$ cat src/atmf_pkg.sv
// Shared types, constants and the arctangent table for the tilt median filter.
// No dependencies; every other source file imports this package.
package atmf_pkg;

	localparam int AXES         = 3;
	localparam int HIST_DEPTH   = 3;
	localparam int DIV_STEPS    = 16;
	localparam int ROOT_STEPS   = 30;
	localparam int CORDIC_STEPS = 20;
	localparam int FIFO_DEPTH   = 2;
	localparam int FIFO_PTR_W   = $clog2(FIFO_DEPTH);
	localparam int FIFO_CNT_W   = $clog2(FIFO_DEPTH + 1);

	localparam logic [14:0] ANGLE_MAX = 15'd9000;

	// configuration register indexes
	localparam logic [1:0] CFG_SCALE_DIVISOR  = 2'd0;
	localparam logic [1:0] CFG_DEADBAND_LIMIT = 2'd1;

	// reset values of the configuration registers
	localparam logic [15:0] SCALE_RESET    = 16'd16;
	localparam logic [14:0] DEADBAND_RESET = 15'd32;

	// filtered sample handed from front to back
	typedef struct packed {
		logic signed [16:0] fx;
		logic signed [16:0] fy;
		logic signed [16:0] fz;
	} filt_t;

	typedef enum logic [2:0] {
		FR_IDLE,
		FR_LOAD,
		FR_DIV,
		FR_STORE,
		FR_PUSH
	} fr_state_t;

	typedef enum logic [2:0] {
		TL_IDLE,
		TL_SQUARE,
		TL_SUM,
		TL_ROOT,
		TL_ROT,
		TL_FINISH,
		TL_DONE
	} tl_state_t;

	typedef enum logic [1:0] {
		BK_IDLE,
		BK_RUN,
		BK_WAIT
	} bk_state_t;

	// atan(2^-i) in 1/1024 hundredths of a degree
	function automatic logic [22:0] atan_entry(input logic [4:0] idx);
		logic [22:0] r;
		unique case (idx)
			5'd0:  r = 23'd4608000;
			5'd1:  r = 23'd2720261;
			5'd2:  r = 23'd1437311;
			5'd3:  r = 23'd729602;
			5'd4:  r = 23'd366217;
			5'd5:  r = 23'd183287;
			5'd6:  r = 23'd91666;
			5'd7:  r = 23'd45836;
			5'd8:  r = 23'd22918;
			5'd9:  r = 23'd11459;
			5'd10: r = 23'd5730;
			5'd11: r = 23'd2865;
			5'd12: r = 23'd1432;
			5'd13: r = 23'd716;
			5'd14: r = 23'd358;
			5'd15: r = 23'd179;
			5'd16: r = 23'd90;
			5'd17: r = 23'd45;
			5'd18: r = 23'd22;
			5'd19: r = 23'd11;
			default: r = 23'd0;
		endcase
		return r;
	endfunction

	// magnitude of a 17-bit signed value, range 0..32768
	function automatic logic [15:0] abs17(input logic signed [16:0] v);
		logic [16:0] m;
		m = v[16] ? 17'(-v) : 17'(v);
		return m[15:0];
	endfunction

endpackage

$ cat src/atmf_fifo.sv
// Two-entry queue of filtered samples between front and back.
// Depends on atmf_pkg.
module atmf_fifo import atmf_pkg::*; (
	input  logic  clk,
	input  logic  arst_n,
	input  logic  wr,
	input  filt_t wdata,
	output logic  full,
	input  logic  rd,
	output filt_t rdata,
	output logic  empty
);

	filt_t                 mem_q [FIFO_DEPTH];
	logic [FIFO_PTR_W-1:0] wp_q, rp_q;
	logic [FIFO_CNT_W-1:0] cnt_q;
	logic                  do_wr, do_rd;

	assign full  = (cnt_q == FIFO_CNT_W'(FIFO_DEPTH));
	assign empty = (cnt_q == '0);
	assign do_wr = wr && !full;
	assign do_rd = rd && !empty;
	assign rdata = mem_q[rp_q];

	// pointers and fill count
	always_ff @(posedge clk or negedge arst_n) begin
		if (!arst_n) begin
			wp_q  <= '0;
			rp_q  <= '0;
			cnt_q <= '0;
		end else begin
			if (do_wr) wp_q <= wp_q + 1'b1;
			if (do_rd) rp_q <= rp_q + 1'b1;
			if (do_wr && !do_rd) cnt_q <= cnt_q + 1'b1;
			else if (do_rd && !do_wr) cnt_q <= cnt_q - 1'b1;
		end
	end

	// storage
	always_ff @(posedge clk) begin
		if (do_wr) mem_q[wp_q] <= wdata;
	end

endmodule

$ cat config.mk
export PLATFORM = sky130hd
export DESIGN_NAME = atmf_fifo
export DESIGN_NICKNAME = d
export VERILOG_FILES = /design/src/atmf_pkg.sv /design/src/atmf_fifo.sv
export SDC_FILE = /design/constraint.sdc
export NUM_CORES = 1
export LEC_CHECK = 0
export BUFFER_PORTS_ARGS = -buffer_cell sky130_fd_sc_hd__buf_4
export CAP_MARGIN = 25
export CORE_MARGIN = 2
export CORE_UTILIZATION = 56
export DETAILED_ROUTE_END_ITERATION = 16
export HOLD_SLACK_MARGIN = 0.05
export PLACE_DENSITY_LB_ADDON = 0.1
export SLEW_MARGIN = 20
export SYNTH_ARGS = -nofsm -noshare
export SYNTH_HDL_FRONTEND = slang
export SYNTH_SLANG_ARGS = --single-unit
export TNS_END_PERCENT = 20
$ cat constraint.sdc
create_clock -name clk -period 6.8 [get_ports clk]
set_clock_uncertainty 0.1 [all_clocks]
set_input_delay 0.68 -clock clk [delete_from_list [all_inputs] [get_ports clk]]
set_output_delay 0.68 -clock clk [all_outputs]
set_load 0.005 [all_outputs]
==> results.tsv <==
metric	value	unit
routedWlPerCell	15.9	um
nets	349	
synth_area_leaders	edfxtp_1, mux2_4, buf_12, dfrtp_1, xnor2_1	
h-tree-depth	3	
p_switching	539	uW
synth_warnings	0	
relSlewSlack	0.349	
post-route-drc-count	0	
synthTopCellsByCount	edfxtp_1, mux2_4, buf_12	
crit_path_max_incr_delay	1.06	ns
cts_sinks	106	
synth_area_leader_cell	edfxtp_1	
fp.dieArea	8080	um^2
crit_cells	2	
status	completed	
synthCells	178	
slew_viol_final	0	
powerDensity	394	nW/um^2
drt_iter0_drc	107	
p_seq_frac	0.500	
fmax	0.357	GHz
cp_top_family	flip-flops	
fin_tns_setup	0	ns
core-area	7210	um^2
swShare	0.264	
holdPathStages	1	
yosysMostFrequentCell	edfxtp_1	
critPathMaxFanout	52	
period_minus_slack	2.80	ns
grt_pass1_wl	9.65	mm
synth.yosys.seq_area_share	0.766	
setup_viol	0	
worst_pin_slew	0.977	ns
synth_top_area_share	0.742	
reg2reg_depth	3	
hold_class	in -> reg	
crit_path_end_kind	output pin	
syn_area_per_cell	23.2	um^2
grt_start_max_net_pins	53	
cts_buffer_depth	2	
synthArstFlopShare	0.0377	
ios	108	
p_total	2040	uW
final-hold-violation-count	0	
cp_data_required_time	6.02	ns
cap_viol_max_count	0	
grt_setup_unrepaired	false	
crit_slowest_cell	dfrtp_4	
crit_type	reg -> out	
vias	1935	
synthFlopType	edfxtp_1	
grt_util_all_layers	0.158	
clkTransAtPathRegs	0.09	ns
grt_pass1_vias	1972	
routed_wl	6.31	mm
cts-root-buf	clkbuf_8	
finalWeightedCongestion	0.696	
row_count	31	
cts_tree	built	
cts_made_buffers	9	
synth_nets	234	
yosysUniqueCellTypes	15	
fin_crit_sh	0.412	
critPathBufInv	1	
crit_path_start_kind	flip-flop	
p_clk_frac	0.177	
clk_latency	0.35	ns
syn-cell-area	4130	um^2
port-buffer-count	107	
die_x	89.9	um
drtAntennaViolNets	0	
dp_hpwl	4.10	mm
p_int	1500	uW
crit_path_cell_trace	mux2_2, buf_4	
power.share.combinational	0.323	
die-height	89.9	um
grt_overflow_total	0	
routed_via_density	4.89	
leakage	0.00208	uW
drtPass1Iterations	4	
area_delta_synth_final	25.1	%
initial_core_util	0.572	
synth-seq-cells	106	
synth_edf_count	102	
diodes	0	
ir_drop	0.406	mV
antenna_found_initial	0	
drive_gt1_frac	0.596	
cp.arrival	2.02	ns
postCtsSetupBuffers	0	
-- state kept, by name, indices dropped and copies added (netlist names) --
| signal | flops |
|---|---|
| wp_q | 1 |
| mem_q | 102 |
| rp_q | 1 |
| cnt_q | 2 |
-- power groups by stage --
stage          clock network [uW]  registers [uW]  logic (uW)
3_3_place_gp                    0            1030         664
3_5_place_dp                    0            1040         668
4_1_cts                       366            1020         671
2_1_floorplan                   0             948         504
5_1_grt                       391            1040         708
6_report                      360            1020         658
-- cell families after synthesis --
logic type,Yosys count,share of synthesized area
flip-flops,106,0.766
multiplexers,51,0.184
buffers and inverters,8,0.0288
AND/OR/NAND/NOR,6,0.00667
XOR/XNOR,5,0.0106
AO/OA/AOI/OAI,1,0.00121
adder cells (fa/ha/maj),1,0.00303
-- what timing repair did --
item,4_1_cts,5_1_grt
hold endpoints to repair,4,0
setup endpoints to repair,0,0
gates resized for setup,0,0
hold buffers,1,0
-- worst paths after layout --
kind | start | end | slack, ns
max in group asynchronous | arst_n | rp_q | 5.94
min in group asynchronous | arst_n | cnt_q[0] | 0.54
worst min register to register | cnt_q[1] | cnt_q[1] | 0.43
worst max register to register | cnt_q[0] | mem_q[1][13] | 4.71
worst min-delay path | wdata[23] | mem_q[0][23] | 0.40
worst max-delay path | rp_q | rdata[28] | 4.00
-- stage by stage --
| stage | cell area, um^2 | hold WS, ns | util | setup WS, ns | cells |
|---|---|---|---|---|---|
| finish | 5160 | 0.403 | 0.716 | 4.00 | 396 |
| global route | 5160 | 0.385 | 0.716 | 3.92 | 396 |
| detailed placement | 4970 | 0.382 | 0.689 | 4.37 | 380 |
| CTS | 5160 | 0.390 | 0.716 | 3.98 | 396 |
| floorplan | 4130 | 0.284 | - | 3.33 | 178 |
| global placement | 4970 | 0.379 | 0.689 | 4.39 | 380 |
-- routing by layer --
layer	vias up	track usage	routed length, um
met5	-	0	0
met4	0	0.0615	57
met3	4	0.0444	336
met2	66	0.270	3390
met1	947	0.192	2520
li1	918	-	-
-- cell usage in the layout (no fill, tap or decap), types with 2 or more instances in the layout --
cell | Yosys | final
clkbuf_8 | 0 | 9
xor2_1 | 2 | 2
xnor2_1 | 3 | 3
dfrtp_1 | 4 | 3
nor2_1 | 3 | 2
buf_4 | 0 | 109
inv_1 | 2 | 2
clkinv_2 | 0 | 2
clkinvlp_4 | 0 | 2
edfxtp_1 | 102 | 102
mux2_4 | 49 | 49
mux2_2 | 2 | 2
-- area by class of cell --
class	instances	area, um^2
clock buffer	9	124
clock inverter	6	58.8
fill	505	2050
inverter	2	7.51
multi-input combinational	64	856
sequential	106	3170
tap	99	124
timing repair buffer	110	828
(Power assumes the default switching activity.)
