**src/atmf_pkg.sv**
```systemverilog
// Shared types, constants and the arctangent table for the tilt median filter.
// No dependencies; every other source file imports this package.
package atmf_pkg;

	localparam int AXES         = 3;
	localparam int HIST_DEPTH   = 3;
	localparam int DIV_STEPS    = 16;
	localparam int ROOT_STEPS   = 30;
	localparam int CORDIC_STEPS = 20;
	localparam int FIFO_DEPTH   = 2;
	localparam int FIFO_PTR_W   = $clog2(FIFO_DEPTH);
	localparam int FIFO_CNT_W   = $clog2(FIFO_DEPTH + 1);

	localparam logic [14:0] ANGLE_MAX = 15'd9000;

	// configuration register indexes
	localparam logic [1:0] CFG_SCALE_DIVISOR  = 2'd0;
	localparam logic [1:0] CFG_DEADBAND_LIMIT = 2'd1;

	// reset values of the configuration registers
	localparam logic [15:0] SCALE_RESET    = 16'd16;
	localparam logic [14:0] DEADBAND_RESET = 15'd32;

	// filtered sample handed from front to back
	typedef struct packed {
		logic signed [16:0] fx;
		logic signed [16:0] fy;
		logic signed [16:0] fz;
	} filt_t;

	typedef enum logic [2:0] {
		FR_IDLE,
		FR_LOAD,
		FR_DIV,
		FR_STORE,
		FR_PUSH
	} fr_state_t;

	typedef enum logic [2:0] {
		TL_IDLE,
		TL_SQUARE,
		TL_SUM,
		TL_ROOT,
		TL_ROT,
		TL_FINISH,
		TL_DONE
	} tl_state_t;

	typedef enum logic [1:0] {
		BK_IDLE,
		BK_RUN,
		BK_WAIT
	} bk_state_t;

	// atan(2^-i) in 1/1024 hundredths of a degree
	function automatic logic [22:0] atan_entry(input logic [4:0] idx);
		logic [22:0] r;
		unique case (idx)
			5'd0:  r = 23'd4608000;
			5'd1:  r = 23'd2720261;
			5'd2:  r = 23'd1437311;
			5'd3:  r = 23'd729602;
			5'd4:  r = 23'd366217;
			5'd5:  r = 23'd183287;
			5'd6:  r = 23'd91666;
			5'd7:  r = 23'd45836;
			5'd8:  r = 23'd22918;
			5'd9:  r = 23'd11459;
			5'd10: r = 23'd5730;
			5'd11: r = 23'd2865;
			5'd12: r = 23'd1432;
			5'd13: r = 23'd716;
			5'd14: r = 23'd358;
			5'd15: r = 23'd179;
			5'd16: r = 23'd90;
			5'd17: r = 23'd45;
			5'd18: r = 23'd22;
			5'd19: r = 23'd11;
			default: r = 23'd0;
		endcase
		return r;
	endfunction

	// magnitude of a 17-bit signed value, range 0..32768
	function automatic logic [15:0] abs17(input logic signed [16:0] v);
		logic [16:0] m;
		m = v[16] ? 17'(-v) : 17'(v);
		return m[15:0];
	endfunction

endpackage

```
**src/atmf_tilt.sv**
```systemverilog
// One tilt lane: squares, bit-pair integer square root, 20-step vectoring CORDIC.
// Depends on atmf_pkg.
module atmf_tilt import atmf_pkg::*; (
	input  logic               clk,
	input  logic               arst_n,
	input  logic               start,
	input  logic signed [16:0] v,
	input  logic signed [16:0] a,
	input  logic signed [16:0] b,
	output logic               done,
	output logic signed [14:0] res
);

	tl_state_t          st_q, st_d;
	logic               vneg_q, vzero_q;
	logic [15:0]        vmag_q, ma_q, mb_q;
	logic [31:0]        sqa_q, sqb_q, sum;
	logic [59:0]        rad_q;
	logic [32:0]        rem_q, remt, trial;
	logic [29:0]        root_q;
	logic               rge;
	logic signed [33:0] px_q, py_q, dx, dy;
	logic signed [25:0] acc_q, tab;
	logic [4:0]         cnt_q;
	logic signed [14:0] res_q;
	logic [24:0]        acc_pos;
	logic [25:0]        hsum;
	logic [15:0]        h16;
	logic [14:0]        h15;

	assign done = (st_q == TL_DONE);
	assign res  = res_q;
	assign sum  = sqa_q + sqb_q;

	// square root step
	assign remt  = {rem_q[30:0], rad_q[59:58]};
	assign trial = {1'b0, root_q, 2'b01};
	assign rge   = (remt >= trial);

	// rotation step
	assign dx  = py_q >>> cnt_q;
	assign dy  = px_q >>> cnt_q;
	assign tab = $signed({3'b000, atan_entry(cnt_q)});

	// rounding and clamp of the final angle
	assign acc_pos = acc_q[25] ? 25'd0 : acc_q[24:0];
	assign hsum    = {1'b0, acc_pos} + 26'd512;
	assign h16     = hsum[25:10];
	assign h15     = (h16 > {1'b0, ANGLE_MAX}) ? ANGLE_MAX : h16[14:0];

	// state register
	always_ff @(posedge clk or negedge arst_n) begin
		if (!arst_n) st_q <= TL_IDLE;
		else st_q <= st_d;
	end

	// next state
	always_comb begin
		st_d = st_q;
		unique case (st_q)
			TL_IDLE:   if (start) st_d = TL_SQUARE;
			TL_SQUARE: st_d = TL_SUM;
			TL_SUM: begin
				if (vzero_q || sum == '0) st_d = TL_DONE;
				else st_d = TL_ROOT;
			end
			TL_ROOT:   if (cnt_q == 5'(ROOT_STEPS - 1)) st_d = TL_ROT;
			TL_ROT:    if (cnt_q == 5'(CORDIC_STEPS - 1)) st_d = TL_FINISH;
			TL_FINISH: st_d = TL_DONE;
			TL_DONE:   st_d = TL_IDLE;
			default:   st_d = TL_IDLE;
		endcase
	end

	// datapath
	always_ff @(posedge clk) begin
		unique case (st_q)
			TL_IDLE: begin
				if (start) begin
					vneg_q  <= v[16];
					vzero_q <= (v == '0);
					vmag_q  <= abs17(v);
					ma_q    <= abs17(a);
					mb_q    <= abs17(b);
				end
			end
			TL_SQUARE: begin
				sqa_q <= ma_q * ma_q;
				sqb_q <= mb_q * mb_q;
			end
			TL_SUM: begin
				rad_q  <= {sum, 28'd0};
				rem_q  <= '0;
				root_q <= '0;
				cnt_q  <= '0;
				if (vzero_q) res_q <= '0;
				else if (vneg_q) res_q <= -$signed(ANGLE_MAX);
				else res_q <= $signed(ANGLE_MAX);
			end
			TL_ROOT: begin
				rad_q  <= {rad_q[57:0], 2'b00};
				rem_q  <= rge ? (remt - trial) : remt;
				root_q <= {root_q[28:0], rge};
				if (cnt_q == 5'(ROOT_STEPS - 1)) begin
					cnt_q <= '0;
					px_q  <= $signed({4'b0000, root_q[28:0], rge});
					py_q  <= $signed({4'b0000, vmag_q, 14'd0});
					acc_q <= '0;
				end else begin
					cnt_q <= cnt_q + 5'd1;
				end
			end
			TL_ROT: begin
				if (py_q > 0) begin
					px_q  <= px_q + dx;
					py_q  <= py_q - dy;
					acc_q <= acc_q + tab;
				end else begin
					px_q  <= px_q - dx;
					py_q  <= py_q + dy;
					acc_q <= acc_q - tab;
				end
				cnt_q <= cnt_q + 5'd1;
			end
			TL_FINISH: res_q <= vneg_q ? -$signed(h15) : $signed(h15);
			default: ;
		endcase
	end

endmodule

```
**src/atmf_back.sv**
```systemverilog
// Back end: takes filtered samples off the queue, runs both tilt lanes and
// holds the result beat. Depends on atmf_pkg and atmf_tilt.
module atmf_back import atmf_pkg::*; (
	input  logic               clk,
	input  logic               arst_n,
	input  logic               q_empty,
	input  filt_t              q_data,
	output logic               q_rd,
	output logic               empty,
	input  logic               pop,
	output logic signed [14:0] angle_from_y,
	output logic signed [14:0] angle_from_x,
	output logic [15:0]        abs_x,
	output logic [15:0]        abs_y,
	output logic [15:0]        abs_z
);

	bk_state_t          st_q, st_d;
	logic               y_done, x_done, y_seen_q, x_seen_q;
	logic signed [14:0] y_res, x_res;
	logic               out_vld_q, load;
	logic [15:0]        ax_q, ay_q, az_q;

	atmf_tilt u_tilt_y (
		.clk    (clk),
		.arst_n (arst_n),
		.start  (q_rd),
		.v      (q_data.fy),
		.a      (q_data.fx),
		.b      (q_data.fz),
		.done   (y_done),
		.res    (y_res)
	);

	atmf_tilt u_tilt_x (
		.clk    (clk),
		.arst_n (arst_n),
		.start  (q_rd),
		.v      (q_data.fx),
		.a      (q_data.fy),
		.b      (q_data.fz),
		.done   (x_done),
		.res    (x_res)
	);

	assign empty = !out_vld_q;

	// state register
	always_ff @(posedge clk or negedge arst_n) begin
		if (!arst_n) st_q <= BK_IDLE;
		else st_q <= st_d;
	end

	// next state and outputs
	always_comb begin
		st_d = st_q;
		q_rd = 1'b0;
		load = 1'b0;
		unique case (st_q)
			BK_IDLE: begin
				if (!q_empty) begin
					q_rd = 1'b1;
					st_d = BK_RUN;
				end
			end
			BK_RUN: if (y_seen_q && x_seen_q) st_d = BK_WAIT;
			BK_WAIT: begin
				if (!out_vld_q) begin
					load = 1'b1;
					st_d = BK_IDLE;
				end
			end
			default: st_d = BK_IDLE;
		endcase
	end

	// lane completion flags and result valid
	always_ff @(posedge clk or negedge arst_n) begin
		if (!arst_n) begin
			y_seen_q  <= 1'b0;
			x_seen_q  <= 1'b0;
			out_vld_q <= 1'b0;
		end else begin
			if (q_rd) begin
				y_seen_q <= 1'b0;
				x_seen_q <= 1'b0;
			end else begin
				if (y_done) y_seen_q <= 1'b1;
				if (x_done) x_seen_q <= 1'b1;
			end
			if (load) out_vld_q <= 1'b1;
			else if (pop) out_vld_q <= 1'b0;
		end
	end

	// result beat payload
	always_ff @(posedge clk) begin
		if (q_rd) begin
			ax_q <= abs17(q_data.fx);
			ay_q <= abs17(q_data.fy);
			az_q <= abs17(q_data.fz);
		end
		if (load) begin
			angle_from_y <= y_res;
			angle_from_x <= x_res;
			abs_x        <= ax_q;
			abs_y        <= ay_q;
			abs_z        <= az_q;
		end
	end

`ifndef ASSERT_OFF
	a_done_in_run: assert property (@(posedge clk) disable iff (!arst_n)
		(y_done || x_done) |-> (st_q == BK_RUN))
		else $error("tilt lane finished outside run state");

	a_wait_load: assert property (@(posedge clk) disable iff (!arst_n)
		(st_q == BK_WAIT && !out_vld_q) |=> (st_q == BK_IDLE && out_vld_q))
		else $error("free result register not loaded");

	a_angle_range: assert property (@(posedge clk) disable iff (!arst_n)
		out_vld_q |-> (angle_from_y <= 15'sd9000 && angle_from_y >= -15'sd9000
			&& angle_from_x <= 15'sd9000 && angle_from_x >= -15'sd9000))
		else $error("angle out of range");
`endif

endmodule

```
**config.mk**
```make
export PLATFORM = sky130hd
export DESIGN_NAME = atmf_back
export DESIGN_NICKNAME = d
export VERILOG_FILES = /design/src/atmf_pkg.sv /design/src/atmf_tilt.sv /design/src/atmf_back.sv
export SDC_FILE = /design/constraint.sdc
export NUM_CORES = 2
export LEC_CHECK = 0
export CAP_MARGIN = 15
export CORE_ASPECT_RATIO = 1.75
export CORE_MARGIN = 4
export CORE_UTILIZATION = 30
export DETAILED_ROUTE_END_ITERATION = 10
export DONT_BUFFER_PORTS = 1
export GPL_TIMING_DRIVEN = 0
export MAX_ROUTING_LAYER = met4
export SLEW_MARGIN = 25
export SYNTH_ARGS = -nofsm -noshare
export SYNTH_HDL_FRONTEND = slang
export SYNTH_SLANG_ARGS = --single-unit
```
**constraint.sdc**
```tcl
create_clock -name clk -period 12.6 [get_ports clk]
set_input_delay 1.26 -clock clk [delete_from_list [all_inputs] [get_ports clk]]
set_output_delay 1.26 -clock clk [all_outputs]
set_load 0.02 [all_outputs]
```
==> impl_metrics.tcl <==
set metrics [dict create \
    syn_to_final_growth_pct 10.17 \
    drive_gt1_share_pct 6.984 \
    synth_area_mm2 0.09012 \
    cts_tree "done" \
    cp_slowest_cell "mux2i_1" \
    cts.sinks 821 \
    yosys_warnings 0 \
    synth_ff_type "edfxtp_1" \
    rsz0062_at_grt "false" \
    setup_tns_ns 0 \
    clock.fmax_mhz 113.8 \
    die_area_mm2 0.3096 \
    drtIter0Drc 5386 \
    cp-end-kind "flip-flop" \
    path_max_fanout 10 \
    routedWlPerCell_um 23.18 \
    final_common_cell "inv_1" \
    crit_top_cell "buf_2" \
    syn_area_per_cell_um2 9.424 \
    postRouteAntennaNets 0 \
    core_mm2 0.2995 \
    grt_pass1_vias 76770 \
    cts_setup_buffers 0 \
    num_vias 73840 \
    setup_viol 0 \
    slowest_delay_ns 0.89 \
    synthTopCellsByArea "edfxtp_1 25%, fa_1 15%, ha_1 10%, inv_1 5.2%, mux4_2 4.2%" \
    period_minus_slack_ns 8.786 \
    worstPathRequired_ns 13.07 \
    clkSlewWorstSetupHoldPaths_ns 0.07 \
    synth_top_area_share_pct 25.46 \
    grt_usage_pct 20.76 \
    cts_max_path_buffers 3 \
    cp_num_cells 25 \
    cp-endpoint "u_tilt_x.py_q[29]" \
    crit-reg2reg-launch "u_tilt_x.cnt_q[0]" \
    grt-ovfl-total 0 \
    worst_pin_slew_ns 1.166 \
    io_buffers 0 \
    hold_viol 0 \
    layout_common_cells "1,245 x inv_1, 948 x nand2_1, 764 x edfxtp_1, 743 x ha_1, 665 x nor2_1" \
    grt_max_degree 51 \
    cts_resized 0 \
    drt-total-wl_um 317500 \
    nets 11170 \
    initial_core_util_pct 30.09 \
    r2r_slack_ns 3.81 \
    slew_viol_final 0 \
    drt_first_pass_iters 7 \
    clkLatencyLatePin_ns 0.74 \
    viasPerCell 5.391 \
    r2r_cells 25 \
    status "completed" \
    yosysTopAreaCell "edfxtp_1" \
    critPathTopFamily "compound AO/OA/AOI/OAI gates" \
    die_w_um 422.3 \
    grt_pass1_wl_um 476200 \
    path_buf_inv 5 \
    relSlewSlack_pct 22.26 \
    ctsHoldBuffers 0 \
    timing.rr.end "u_tilt_x.py_q[29]" \
    maxCapViolCount 0 \
    drc 0 \
    cp-start-kind "flip-flop" \
    cts_made_buffers 92 \
    place_congestion 1.122 \
    timing.final.crit_share_pct 69.73 \
    ys_seq_area_share_pct 26.78 \
    rows 266 \
    hpwl_um 253100 \
    critPathKind "reg2reg" \
    syn-num-nets 11020 \
    die_h_um 733.1 \
    synthArstFlopShare_pct 1.340 \
    synth_cell_types 107 \
    io_pins 135 \
    synth-seq-cells 821 \
    fin_skew_ns 0.05891 \
    syn_inst 9563 \
    antenna_found_initial 20 \
    hold_path.class "in2async" \
    arrival_ns 9.26 \
    fill_cells 30920 \
    synth_edf_count 764 \
    cts_max_level 3 \
    cts_root_buf "clkbuf_16" \
    critical_path.startpoint "u_tilt_x.cnt_q[0]" \
]
layout make-up:
type                       instances  area (um2)  share of cell area [%]
clock inverter                    60       742.0                  0.7473
inverter                        1254        4715                   4.748
multi-input combinational       7126       59970                   60.40
clock buffer                     111        2487                   2.505
buffer                           362        1562                   1.573
sequential                       821       24140                   24.31
tap                             3886        4862                   4.897
antenna                           16       40.04                 0.04032
timing repair buffer              60       775.7                  0.7813
sequential cells by signal (all words and copies together) (netlist names), 26 cells and up:
register         cells
u_tilt_y.rad_q      32
u_tilt_x.px_q       34
u_tilt_x.sqa_q      31
u_tilt_y.root_q     30
u_tilt_y.sqa_q      31
u_tilt_y.acc_q      26
u_tilt_x.sqb_q      31
u_tilt_x.root_q     30
u_tilt_y.sqb_q      31
u_tilt_x.rad_q      32
u_tilt_y.px_q       34
u_tilt_x.rem_q      31
u_tilt_x.acc_q      26
u_tilt_y.rem_q      31
u_tilt_y.py_q       34
u_tilt_x.py_q       34
kinds of logic (layout without fill, tap and decap cells):
group                    count (synthesis)  in the layout  share of synthesized area, %
AO/OA/AOI/OAI                         1973           1973                         14.17
XOR/XNOR                               581            581                         5.646
adder cells (fa/ha/maj)               1399           1399                         24.89
buffers and inverters                 1616           1847                         6.925
flip-flops                             821            821                         26.78
multiplexers                           403            403                         6.939
other                                    0             16                             0
AND/OR/NAND/NOR                       2770           2770                         14.65
worst min path at each step:
stage                        start                to  cells after the start
after floorplan            ax_q[0]          abs_x[0]                      0
after global placement    az_q[15]         abs_z[15]                      0
after detailed placement  ay_q[10]         abs_y[10]                      0
after CTS                   arst_n  u_tilt_x.st_q[1]                      0
after global routing        arst_n  u_tilt_x.st_q[1]                      0
final                       arst_n  u_tilt_x.st_q[0]                      0
synth_stat cells, types with 35 or more instances:
library cell and count:
a211oi_1 80, a21o_1 192, a21oi_1 515, a31oi_1 75
and2_1 235, and3_1 91, buf_2 38, clkbuf_1 276
dfxtp_1 46, edfxtp_1 764, fa_1 656, ha_1 743
inv_1 1247, mux2_2 73, mux2i_1 150, mux4_2 169
nand2_1 948, nand2b_1 98, nand3_1 156, nand4_1 57
nor2_1 672, nor2b_1 80, nor3_1 135, nor4_1 54
o211ai_1 63, o21a_1 82, o21ai_0 425, o21bai_1 55
o22ai_1 35, o31ai_1 77, or2_2 45, or3_1 69
xnor2_1 355, xor2_1 226
stage by stage:
step / setup slack (ns) / hold WS [ns] / utilization [%] / instances / cell area, um2
floorplan: 1.325 / 0.4003 / - / 9563 / 90120
global placement: -5.478 / 0.4007 / 31.71 / 13450 / 94980
detailed placement: 4.341 / 0.4045 / 32.05 / 13510 / 95990
CTS: 4.333 / 0.1419 / 33.13 / 13680 / 99220
global route: 3.552 / 0.1856 / 33.14 / 13690 / 99280
finish: 3.814 / 0.2282 / 33.15 / 13700 / 99290
metal layers:
metal / track usage [%] / vias up / wire, um
met1: 20.26 / 36330 / 107600
li1: - / 33750 / -
met3: 3.811 / 1155 / 18830
met2: 37.20 / 2613 / 163900
met5: - / - / 0
met4: 14.20 / 0 / 27180
Power is left out: the tool's default activity adds up to more than one toggle a clock period on the data nets, which glitch-free logic cannot reach.
