**src/atmf_pkg.sv**
```systemverilog
// Shared types, constants and the arctangent table for the tilt median filter.
// No dependencies; every other source file imports this package.
package atmf_pkg;

	localparam int AXES         = 3;
	localparam int HIST_DEPTH   = 3;
	localparam int DIV_STEPS    = 16;
	localparam int ROOT_STEPS   = 30;
	localparam int CORDIC_STEPS = 20;
	localparam int FIFO_DEPTH   = 2;
	localparam int FIFO_PTR_W   = $clog2(FIFO_DEPTH);
	localparam int FIFO_CNT_W   = $clog2(FIFO_DEPTH + 1);

	localparam logic [14:0] ANGLE_MAX = 15'd9000;

	// configuration register indexes
	localparam logic [1:0] CFG_SCALE_DIVISOR  = 2'd0;
	localparam logic [1:0] CFG_DEADBAND_LIMIT = 2'd1;

	// reset values of the configuration registers
	localparam logic [15:0] SCALE_RESET    = 16'd16;
	localparam logic [14:0] DEADBAND_RESET = 15'd32;

	// filtered sample handed from front to back
	typedef struct packed {
		logic signed [16:0] fx;
		logic signed [16:0] fy;
		logic signed [16:0] fz;
	} filt_t;

	typedef enum logic [2:0] {
		FR_IDLE,
		FR_LOAD,
		FR_DIV,
		FR_STORE,
		FR_PUSH
	} fr_state_t;

	typedef enum logic [2:0] {
		TL_IDLE,
		TL_SQUARE,
		TL_SUM,
		TL_ROOT,
		TL_ROT,
		TL_FINISH,
		TL_DONE
	} tl_state_t;

	typedef enum logic [1:0] {
		BK_IDLE,
		BK_RUN,
		BK_WAIT
	} bk_state_t;

	// atan(2^-i) in 1/1024 hundredths of a degree
	function automatic logic [22:0] atan_entry(input logic [4:0] idx);
		logic [22:0] r;
		unique case (idx)
			5'd0:  r = 23'd4608000;
			5'd1:  r = 23'd2720261;
			5'd2:  r = 23'd1437311;
			5'd3:  r = 23'd729602;
			5'd4:  r = 23'd366217;
			5'd5:  r = 23'd183287;
			5'd6:  r = 23'd91666;
			5'd7:  r = 23'd45836;
			5'd8:  r = 23'd22918;
			5'd9:  r = 23'd11459;
			5'd10: r = 23'd5730;
			5'd11: r = 23'd2865;
			5'd12: r = 23'd1432;
			5'd13: r = 23'd716;
			5'd14: r = 23'd358;
			5'd15: r = 23'd179;
			5'd16: r = 23'd90;
			5'd17: r = 23'd45;
			5'd18: r = 23'd22;
			5'd19: r = 23'd11;
			default: r = 23'd0;
		endcase
		return r;
	endfunction

	// magnitude of a 17-bit signed value, range 0..32768
	function automatic logic [15:0] abs17(input logic signed [16:0] v);
		logic [16:0] m;
		m = v[16] ? 17'(-v) : 17'(v);
		return m[15:0];
	endfunction

endpackage

```
**src/atmf_front.sv**
```systemverilog
// Front end: config registers, sign/magnitude split, deadband, shared divider,
// per-axis history and median. Depends on atmf_pkg.
module atmf_front import atmf_pkg::*; (
	input  logic        clk,
	input  logic        arst_n,
	input  logic        cfg_we,
	input  logic [1:0]  cfg_index,
	input  logic [15:0] cfg_wdata,
	input  logic        push,
	output logic        full,
	input  logic [15:0] x_raw,
	input  logic [15:0] y_raw,
	input  logic [15:0] z_raw,
	output logic        q_wr,
	output filt_t       q_data,
	input  logic        q_full
);

	fr_state_t          st_q, st_d;
	logic [15:0]        scale_q;
	logic [14:0]        dead_q;
	logic [15:0]        raw_q [AXES];
	logic signed [16:0] hist_q [AXES][HIST_DEPTH];
	logic [1:0]         slot_q, axis_q;
	logic [1:0]         slot_eff, slot_nxt;
	logic [3:0]         cnt_q;
	logic [15:0]        dq_q, rm_q;
	logic               neg_q;
	logic [15:0]        divisor, mag, mag_db;
	logic [16:0]        rmt;
	logic               ge;
	logic signed [16:0] qv, sval;
	logic signed [16:0] mx, my, mz;

	function automatic logic signed [16:0] med3(input logic signed [16:0] a,
		input logic signed [16:0] b, input logic signed [16:0] c);
		logic signed [16:0] lo, hi, m;
		lo = (a < b) ? a : b;
		hi = (a < b) ? b : a;
		m  = (hi < c) ? hi : c;
		return (lo > m) ? lo : m;
	endfunction

	// magnitude of the axis now at the head of the raw line
	assign divisor = (scale_q == '0) ? 16'd1 : scale_q;
	assign mag     = raw_q[0][15] ? (16'h8000 - {1'b0, raw_q[0][14:0]}) : raw_q[0];
	assign mag_db  = (mag < {1'b0, dead_q}) ? 16'd0 : mag;

	// one restoring divide step
	assign rmt = {rm_q, dq_q[15]};
	assign ge  = (rmt >= {1'b0, divisor});

	// stored value: sign inverted against the raw word
	assign qv   = $signed({1'b0, dq_q});
	assign sval = neg_q ? qv : -qv;

	assign slot_eff = (slot_q < 2'(HIST_DEPTH)) ? slot_q : 2'd0;
	assign slot_nxt = (slot_eff == 2'(HIST_DEPTH - 1)) ? 2'd0 : slot_eff + 2'd1;

	// medians of the three histories
	assign mx = med3(hist_q[0][0], hist_q[0][1], hist_q[0][2]);
	assign my = med3(hist_q[1][0], hist_q[1][1], hist_q[1][2]);
	assign mz = med3(hist_q[2][0], hist_q[2][1], hist_q[2][2]);
	assign q_data.fx = (mx == '0) ? 17'sd1 : mx;
	assign q_data.fy = my;
	assign q_data.fz = mz;

	// state register
	always_ff @(posedge clk or negedge arst_n) begin
		if (!arst_n) st_q <= FR_IDLE;
		else st_q <= st_d;
	end

	// next state and outputs
	always_comb begin
		st_d = st_q;
		full = 1'b1;
		q_wr = 1'b0;
		unique case (st_q)
			FR_IDLE: begin
				full = 1'b0;
				if (push) st_d = FR_LOAD;
			end
			FR_LOAD: st_d = FR_DIV;
			FR_DIV: begin
				if (cnt_q == 4'(DIV_STEPS - 1)) st_d = FR_STORE;
			end
			FR_STORE: begin
				if (axis_q == 2'(AXES - 1)) st_d = FR_PUSH;
				else st_d = FR_LOAD;
			end
			FR_PUSH: begin
				if (!q_full) begin
					q_wr = 1'b1;
					st_d = FR_IDLE;
				end
			end
			default: st_d = FR_IDLE;
		endcase
	end

	// config, history and slot
	always_ff @(posedge clk or negedge arst_n) begin
		if (!arst_n) begin
			scale_q <= SCALE_RESET;
			dead_q  <= DEADBAND_RESET;
			slot_q  <= '0;
			axis_q  <= '0;
			for (int a = 0; a < AXES; a++)
				for (int s = 0; s < HIST_DEPTH; s++)
					hist_q[a][s] <= '0;
		end else begin
			if (cfg_we && cfg_index == CFG_SCALE_DIVISOR) scale_q <= cfg_wdata;
			if (cfg_we && cfg_index == CFG_DEADBAND_LIMIT) dead_q <= cfg_wdata[14:0];
			if (st_q == FR_STORE) begin
				hist_q[axis_q][slot_eff] <= sval;
				if (axis_q == 2'(AXES - 1)) begin
					axis_q <= '0;
					slot_q <= slot_nxt;
				end else begin
					axis_q <= axis_q + 2'd1;
				end
			end
		end
	end

	// raw line and divider datapath
	always_ff @(posedge clk) begin
		unique case (st_q)
			FR_IDLE: begin
				if (push) begin
					raw_q[0] <= x_raw;
					raw_q[1] <= y_raw;
					raw_q[2] <= z_raw;
				end
			end
			FR_LOAD: begin
				dq_q  <= mag_db;
				rm_q  <= '0;
				neg_q <= raw_q[0][15];
				cnt_q <= '0;
			end
			FR_DIV: begin
				rm_q  <= ge ? 16'(rmt - {1'b0, divisor}) : rmt[15:0];
				dq_q  <= {dq_q[14:0], ge};
				cnt_q <= cnt_q + 4'd1;
			end
			FR_STORE: begin
				raw_q[0] <= raw_q[1];
				raw_q[1] <= raw_q[2];
			end
			default: ;
		endcase
	end

endmodule

```
**config.mk**
```make
export PLATFORM = sky130hd
export DESIGN_NAME = atmf_front
export DESIGN_NICKNAME = d
export VERILOG_FILES = /design/src/atmf_pkg.sv /design/src/atmf_front.sv
export SDC_FILE = /design/constraint.sdc
export NUM_CORES = 1
export LEC_CHECK = 0
export ABC_CLOCK_PERIOD_IN_PS = 24700
export BUFFER_PORTS_ARGS = -buffer_cell sky130_fd_sc_hd__buf_2
export CAP_MARGIN = 40
export CELL_PAD_IN_SITES_DETAIL_PLACEMENT = 0
export CELL_PAD_IN_SITES_GLOBAL_PLACEMENT = 2
export CORE_ASPECT_RATIO = 0.7
export CORE_MARGIN = 1
export CORE_UTILIZATION = 42
export DETAILED_ROUTE_END_ITERATION = 10
export GPL_TIMING_DRIVEN = 0
export PLACE_DENSITY = 0.95
export SLEW_MARGIN = 10
export SYNTH_ARGS = -nofsm -noshare
export SYNTH_HDL_FRONTEND = slang
export SYNTH_SLANG_ARGS = --single-unit
```
**constraint.sdc**
```tcl
create_clock -name clk -period 24.7 [get_ports clk]
set_clock_uncertainty 0.05 [all_clocks]
set_input_delay 1.235 -clock clk [delete_from_list [all_inputs] [get_ports clk]]
set_output_delay 1.235 -clock clk [all_outputs]
set_load 0.01 [all_outputs]
```
==> summary.txt, run 1 <==
Run status
  • Run status: completed

Flow run
  • Max-cap violations: 0

Layout
  • Most frequent cells in the layout: nand2_1 (313), o21ai_0 (260), dfrtp_1 (189)
  • NumNets Final: 2,441
  • Filler Cell Count: 4,148
  • Layout area overhead: 13.9%
  • Post-Layout Cell Count: 2,802
  • Fraction of layout cells with a size suffix above 1: 15.3%
  • # diodes: 0
  • Final instance area: 21,200 um2
  • Commonest non-fill, non-tap cell in the layout: nand2_1

Critical path
  • RR Startpoint: scale_q[1]
  • CP Data Arrival Time: 10.05 ns
  • Worst Path Buf+Inv: 5
  • Req. time, crit path: 23.42 ns
  • Slowest CP cell: mux2i_2
  • Most used cell, CP: a21o_1
  • Crit Path Max Fanout: 10
  • Max stage delay on crit path: 0.69 ns
  • Worst Setup SP: hist_q[50]
  • Reg2reg setup slack: 20.42 ns
  • Worst Setup Start Kind: flip-flop
  • R2R depth: 15
  • Crit path max-delay family: compound AO/OA/AOI/OAI gates
  • CP Capture Type: output pin
  • RR Endpoint: rm_q[10]
  • Setup Crit Path Kind: flip-flop to output pin

STA
  • Max frequency: 0.0882 GHz
  • Unrepaired setup endpoints after global routing: no
  • Final Hold Vio Count: 0
  • Fin. max-slew vios: 0
  • Fin crit period: 11.33 ns
  • Worst relative slew slack: 37.1%
  • Final setup vio count: 0
  • Setup_tns: 0 ns
  • Worst slew pin tran: 0.925 ns
  • Final setup margin: 13.37 ns
  • Final period utilization: 45.9%

Clock tree
  • Worst skew pair latency: 0.57 ns
  • Clock sink count: 276
  • Clk slew on worst S/H paths: 0.06 ns
  • Deepest clock path buffer count: 3
  • CTS Hold Bufs: 0
  • CTS buffer count: 28
  • Post-CTS Setup Inserts: 0
  • Cts repair resizes: 0
  • CTS tree: yes
  • H-Tree Depth: 1
  • Clock Tree Root: clkbuf_16

Global routing
  • GR Util All Layers: 24.2%
  • Grt ovf: 0
  • First-pass GRT wire length: 85,300 um
  • Number of global-route vias before repair: 15,200
  • Largest net degree at the start of global routing: 108
  • Initial antenna violation count: 1

Yosys
  • Distinct cells, synth: 81
  • Asr flop ratio synth: 69.2%
  • Commonest register cell after synthesis: dfrtp_1
  • Post-synthesis cell count: 2,018
  • Post-synth EDFFs: 85
  • Top cells by area, synth: dfrtp_1 (25%), edfxtp_1 (14%), ha_1 (12%), o21ai_0 (7.0%), nand2_1 (6.3%)
  • Mapped cell area: 18,600 um2
  • Ys Warns: 0
  • Yosys top cell by area: dfrtp_1
  • Register area share after synthesis: 39.5%
  • Yosys top cell area share: 25.5%
  • FF+latch count, synth: 276
  • Syn_area_per_cell: 9.21 um2
  • Synthesized Nets: 2,273

Power and ir drop
  • Internal Pwr Total: 1260 uW
  • Sw Pwr: 866 uW
  • Peak VDD IR: 0.0774 mV
  • Pleak: 0.00968 uW
  • Sw frac: 40.8%
  • Sequential power share: 27.7%
  • Clock Power Share: 22.1%
  • PD cells: 100 nW/um2
  • Comb power frac: 50.2%

Drt
  • M1 wire length: 27,100 um
  • WL final: 53,600 um
  • DRC: 0
  • Met2 WL: 21,700 um
  • Detailed Route Iter0 Violations: 1,179
  • DR WL met3: 3590 um
  • Routed Antenna Nets: 0
  • Vias: 15,400
  • Pre-antenna DRT Iters: 5
  • Via/cell ratio: 5.51
  • Routed wire per std cell: 19.1 um
  • Max Used Layer: met5

Place
  • GP Congestion: 0.913
  • Hpwl dp: 42,200 um
  • IO Port Bufs: 123
  • DP Cell Count: 2,750
  • Pre-CTS setup slack: 14.00 ns
  • Area after DPL: 20,100 um2

Hold path
  • Hold Startpoint: hist_q[110]
  • Hold endpoint: hist_q[110]
  • Worst hold stages: 2
  • Worst Hold Class: flip-flop to flip-flop

Floorplanning
  • I/O Pins: 124
  • Die X: 253 um
  • Core Area: 43,600 um2
  • Die H: 178 um
  • DIE AREA: 45,100 um2
  • Initial Util: 42.6%
  • Row count: 64
## how the worst max path moves through the flow
| stage | slack, ns | endpoint | cells past startpoint |
|---|---|---|---|
| final | 13.37 | q_data[12] | 34 |
| after global routing | 12.60 | q_data[12] | 35 |
| after CTS | 13.39 | q_data[12] | 34 |
| after detailed placement | 14.00 | q_data[7] | 34 |
| after global placement | 14.11 | q_data[7] | 34 |
| after floorplan | 15.84 | q_data[10] | 34 |
## Yosys cell counts, drive strengths merged (32+ instances only)
library cell / number
a21o: 58
a21oi: 67
a221o: 32
clkbuf: 65
dfrtp: 189
edfxtp: 85
ha: 183
inv: 169
mux2: 98
mux2i: 60
nand2: 313
nand3: 47
nor2: 73
o21ai: 265
xnor2: 32
## state kept, by name (all words and copies together), names as in the netlist
signal	count
neg_q	1
slot_q	2
hist_q	153
axis_q	2
raw_q	48
cnt_q	4
dead_q	15
st_q	3
dq_q	16
scale_q	16
rm_q	16
## metal layers
| layer | up-vias | track usage (%) |
|---|---|---|
| met5 | - | 0 |
| met3 | 69 | 4.25 |
| met1 | 7443 | 36.8 |
| met2 | 407 | 35.6 |
| li1 | 7520 | - |
| met4 | 2 | 5.28 |
## power by group through the flow
stage	logic [uW]	registers [uW]	clock network, uW
finish	1060	587	470
global route	1200	593	494
CTS	1060	585	477
detailed placement	1050	594	0
global placement	1020	591	0
floorplan	759	573	0
## metrics by stage
| step | power [uW] | util [%] | hold slack, ns |
|---|---|---|---|
| global route | 2280 | 48.5 | 0.467 |
| CTS | 2120 | 48.5 | 0.440 |
| finish | 2120 | 48.5 | 0.436 |
| detailed placement | 1640 | 46.2 | 0.424 |
| floorplan | 1330 | - | 0.400 |
| global placement | 1610 | 45.7 | 0.419 |
## final cells by class
cell class	count	area (um2)	share of cell area (%)
multi-input combinational	1487	10300	48.6
sequential	276	7330	34.7
timing repair buffer	138	786	3.71
clock inverter	18	235	1.11
inverter	169	634	3.00
buffer	86	363	1.72
tap	594	743	3.51
clock buffer	34	774	3.66
## kinds of logic (layout without fill, tap and decap cells)
group,Yosys count,count (layout),synth area share (%)
buffers and inverters,255,445,5.37
AND/OR/NAND/NOR,601,601,14.9
multiplexers,158,158,9.19
adder cells (fa/ha/maj),184,184,12.4
AO/OA/AOI/OAI,505,505,16.8
flip-flops,276,276,39.5
XOR/XNOR,39,39,1.84
## worst reg2reg max path, cell delays in order, from the launching register on
cell	delay (ns)
dfrtp_1	0.41
nor4_1	0.47
a41o_1	0.29
ha_1	0.20
nor2b_1	0.05
o21ai_0	0.25
a21boi_0	0.17
o21ai_0	0.23
a21boi_0	0.21
o2111ai_1	0.30
a31oi_1	0.21
a31oi_1	0.41
o221ai_1	0.21
clkbuf_1	0.30
nand3_1	0.16
o21ai_0	0.10
Power figures use the tool's default switching activity.
==> run 2, diff against run 1 <==
Settings changed: ABC_AREA set to 1, ABC_CLOCK_PERIOD_IN_PS 24700 to 10750, CORE_UTILIZATION 42 to 37, PLACE_DENSITY 0.95 to 0.91.
Clock period 24.7 ns to 10.75 ns, I/O delays scaled along.
==> run 2 against run 1 <==
  * Area after synthesis fell by 0.20%
  * Final area increased by 0.72%
  * Hold slack worse by 0.39 ns
  * Critical path depth up 9
  * Register-to-register slack worse by 14 ns
  * Critical endpoint is now q_data[34]
==> summary.txt, run 2 <==
Place
  • Hpwl dp: 44,600 um
  • IO Port Bufs: 123
  • Area after DPL: 20,300 um2
  • GP Congestion: 0.925

Critical path
  • Reg2reg setup slack: 6.56 ns
  • Req. time, crit path: 10.16 ns
  • Most used cell, CP: nand2_1
  • Max stage delay on crit path: 0.61 ns
  • CP Capture Type: output pin
  • RR Startpoint: raw_q[0][0]
  • CP endpoint: q_data[34]
  • R2R depth: 21
  • Setup Crit Path Kind: flip-flop to output pin
  • Slowest CP cell: o21ai_0
  • Worst Setup SP: hist_q[135]
  • Crit Path Max Fanout: 10
  • Worst Setup Start Kind: flip-flop
  • CP Data Arrival Time: 8.55 ns
  • RR Endpoint: dq_q[13]

Hold path
  • Worst Hold Class: input pin to flip-flop

STA
  • Fin crit period: 9.13 ns
  • Minimum hold slack: 0.0449 ns
  • Max frequency: 0.109 GHz
  • Final Hold Vio Count: 0
  • Worst relative slew slack: 41.6%
  • Final setup vio count: 0
  • Setup_tns: 0 ns
  • Worst slew pin tran: 0.875 ns
  • Final period utilization: 85.0%
  • Fin. max-slew vios: 0
  • Unrepaired setup endpoints after global routing: no

Drt
  • Via/cell ratio: 5.07
  • Vias: 16,700
  • DRC: 0
  • WL final: 56,200 um
  • Routed wire per std cell: 17.0 um
  • Routed Antenna Nets: 0
  • Pre-antenna DRT Iters: 5
  • Detailed Route Iter0 Violations: 1,484

Clock tree
  • CTS buffer count: 30
  • H-Tree Depth: 1
  • CTS tree: yes
  • Clk slew on worst S/H paths: 0.06 ns
  • Worst skew pair latency: 0.62 ns
  • Post-CTS Setup Inserts: 0
  • Clock Tree Root: clkbuf_16
  • Clock sink count: 276
  • Deepest clock path buffer count: 3

Layout
  • Top flop regs: hist_q x153, raw_q x48
  • Filler Cell Count: 5,107
  • Most frequent cells in the layout: nand2_1 (743), o21ai_0 (341), inv_1 (304)
  • Top reg by flops: hist_q
  • Final instance area: 21,300 um2
  • Multi-input gate area: 9820 um2
  • FF/Latch Area: 7330 um2
  • Layout area overhead: 14.9%
  • Fraction of layout cells with a size suffix above 1: 9.00%
  • # diodes: 0
  • Max reg flops: 153
  • Commonest non-fill, non-tap cell in the layout: nand2_1
  • NumNets Final: 2,865
  • Final core utilization: 43.2%

Yosys
  • Mapped cell area: 18,500 um2
  • Count leader, synth: nand2_1
  • FF+latch count, synth: 276
  • Yosys top cell by area: dfrtp_1
  • Post-synthesis cell count: 2,437
  • Commonest cells post-synth: nand2_1 (743), o21ai_0 (343), inv_1 (304)
  • Synthesized Nets: 2,692
  • Register area share after synthesis: 39.6%
  • Commonest register cell after synthesis: dfrtp_1
  • Yosys top cell area share: 25.5%
  • Asr flop ratio synth: 69.2%
  • Syn_area_per_cell: 7.61 um2
  • Distinct cells, synth: 56
  • Post-synth EDFFs: 85
  • Top cells by area, synth: dfrtp_1 (26%), nand2_1 (15%), edfxtp_1 (14%), ha_1 (12%), o21ai_0 (9.3%)
  • Ys Warns: 0

Global routing
  • Grt ovf: 0
  • Initial antenna violation count: 0
  • GR Util All Layers: 22.1%
  • Largest net degree at the start of global routing: 107
  • First-pass GRT wire length: 89,500 um
  • Number of global-route vias before repair: 15,900

Flow run
  • Max-cap violations: 0

Floorplanning
  • Die H: 189 um
  • Initial Util: 37.6%
  • Core Area: 49,300 um2
  • I/O Pins: 124
  • DIE AREA: 51,000 um2
  • Row count: 68
  • Die X: 270 um

Run status
  • Run status: completed
## run 2: changes by cell type after synthesis, moves of 42 or more
cell     previous run  this run
a21o_1             57         6
a21oi_1            65       107
inv_1             169       304
mux2_2             98         0
mux2i_1            59         0
nand2_1           313       743
o21ai_0           260       343
## run 2: cells by family (layout without fill, tap and decap cells)
group                      Yosys count  after routing  share of synthesized area [%]
AOI/OAI and AO/OA                  514            514                           14.6
xor gates and xnor gates            44             44                           2.16
adders and majority gates          184            184                           12.5
buffers and inverters              385            582                           7.93
DFF                                276            276                           39.6
and+or+nand+nor                   1034           1034                           23.3
## run 2: stage by stage
stage          cells  setup WS [ns]
6_report        3299           1.62
5_1_grt         3299          0.793
4_1_cts         3299           1.68
3_5_place_dp    3242           2.32
3_3_place_gp    3225           2.35
2_1_floorplan   2437           4.33
## run 2: final cells by class
class / instances / area share [%]
multi-input combinational: 1776 / 46.1
sequential: 276 / 34.4
inverter: 310 / 5.46
clock buffer: 40 / 3.98
timing repair buffer: 141 / 3.97
tap: 665 / 3.91
buffer: 75 / 1.44
clock inverter: 16 / 0.740
## run 2: what timing repair did
action                     CTS  global route
resized for setup            0             0
hold endpoints to repair    85             0
setup endpoints to repair    0             0
hold buffers                 1             0
## run 2: metal layers
metal  global-route usage [%]  up-vias  part of all wire [%]
met3                     3.08       56                   6.4
li1                         -     8379                     -
met4                     3.52        0                   1.5
met1                     34.9     7819                    52
met5                        0        -                     0
met2                     31.9      472                    40
## run 2: critical path, delay by kind of cell (launching register included)
kind	cells	cell delay, ns
AOI/OAI and AO/OA	6	1.96
xor gates and xnor gates	1	0.32
adders and majority gates	3	1.09
buffers and inverters	9	1.68
DFF	1	0.35
and+or+nand+nor	24	2.60
## run 2: worst min path at each step
stage	startpoint	endpoint	slack [ns]	cells past startpoint
after floorplan	arst_n	axis_q[0]	0.19	0
after global placement	hist_q[54]	hist_q[54]	0.42	2
after detailed placement	dead_q[13]	dead_q[13]	0.42	2
after CTS	z_raw[0]	raw_q[1][0]	0.01	1
after global routing	z_raw[15]	raw_q[1][15]	0.02	1
final	z_raw[0]	raw_q[1][0]	0.04	1
Power of run 2 is not shown: default switching activity piles up to over one toggle a cycle in this logic, so the estimate is an artifact.
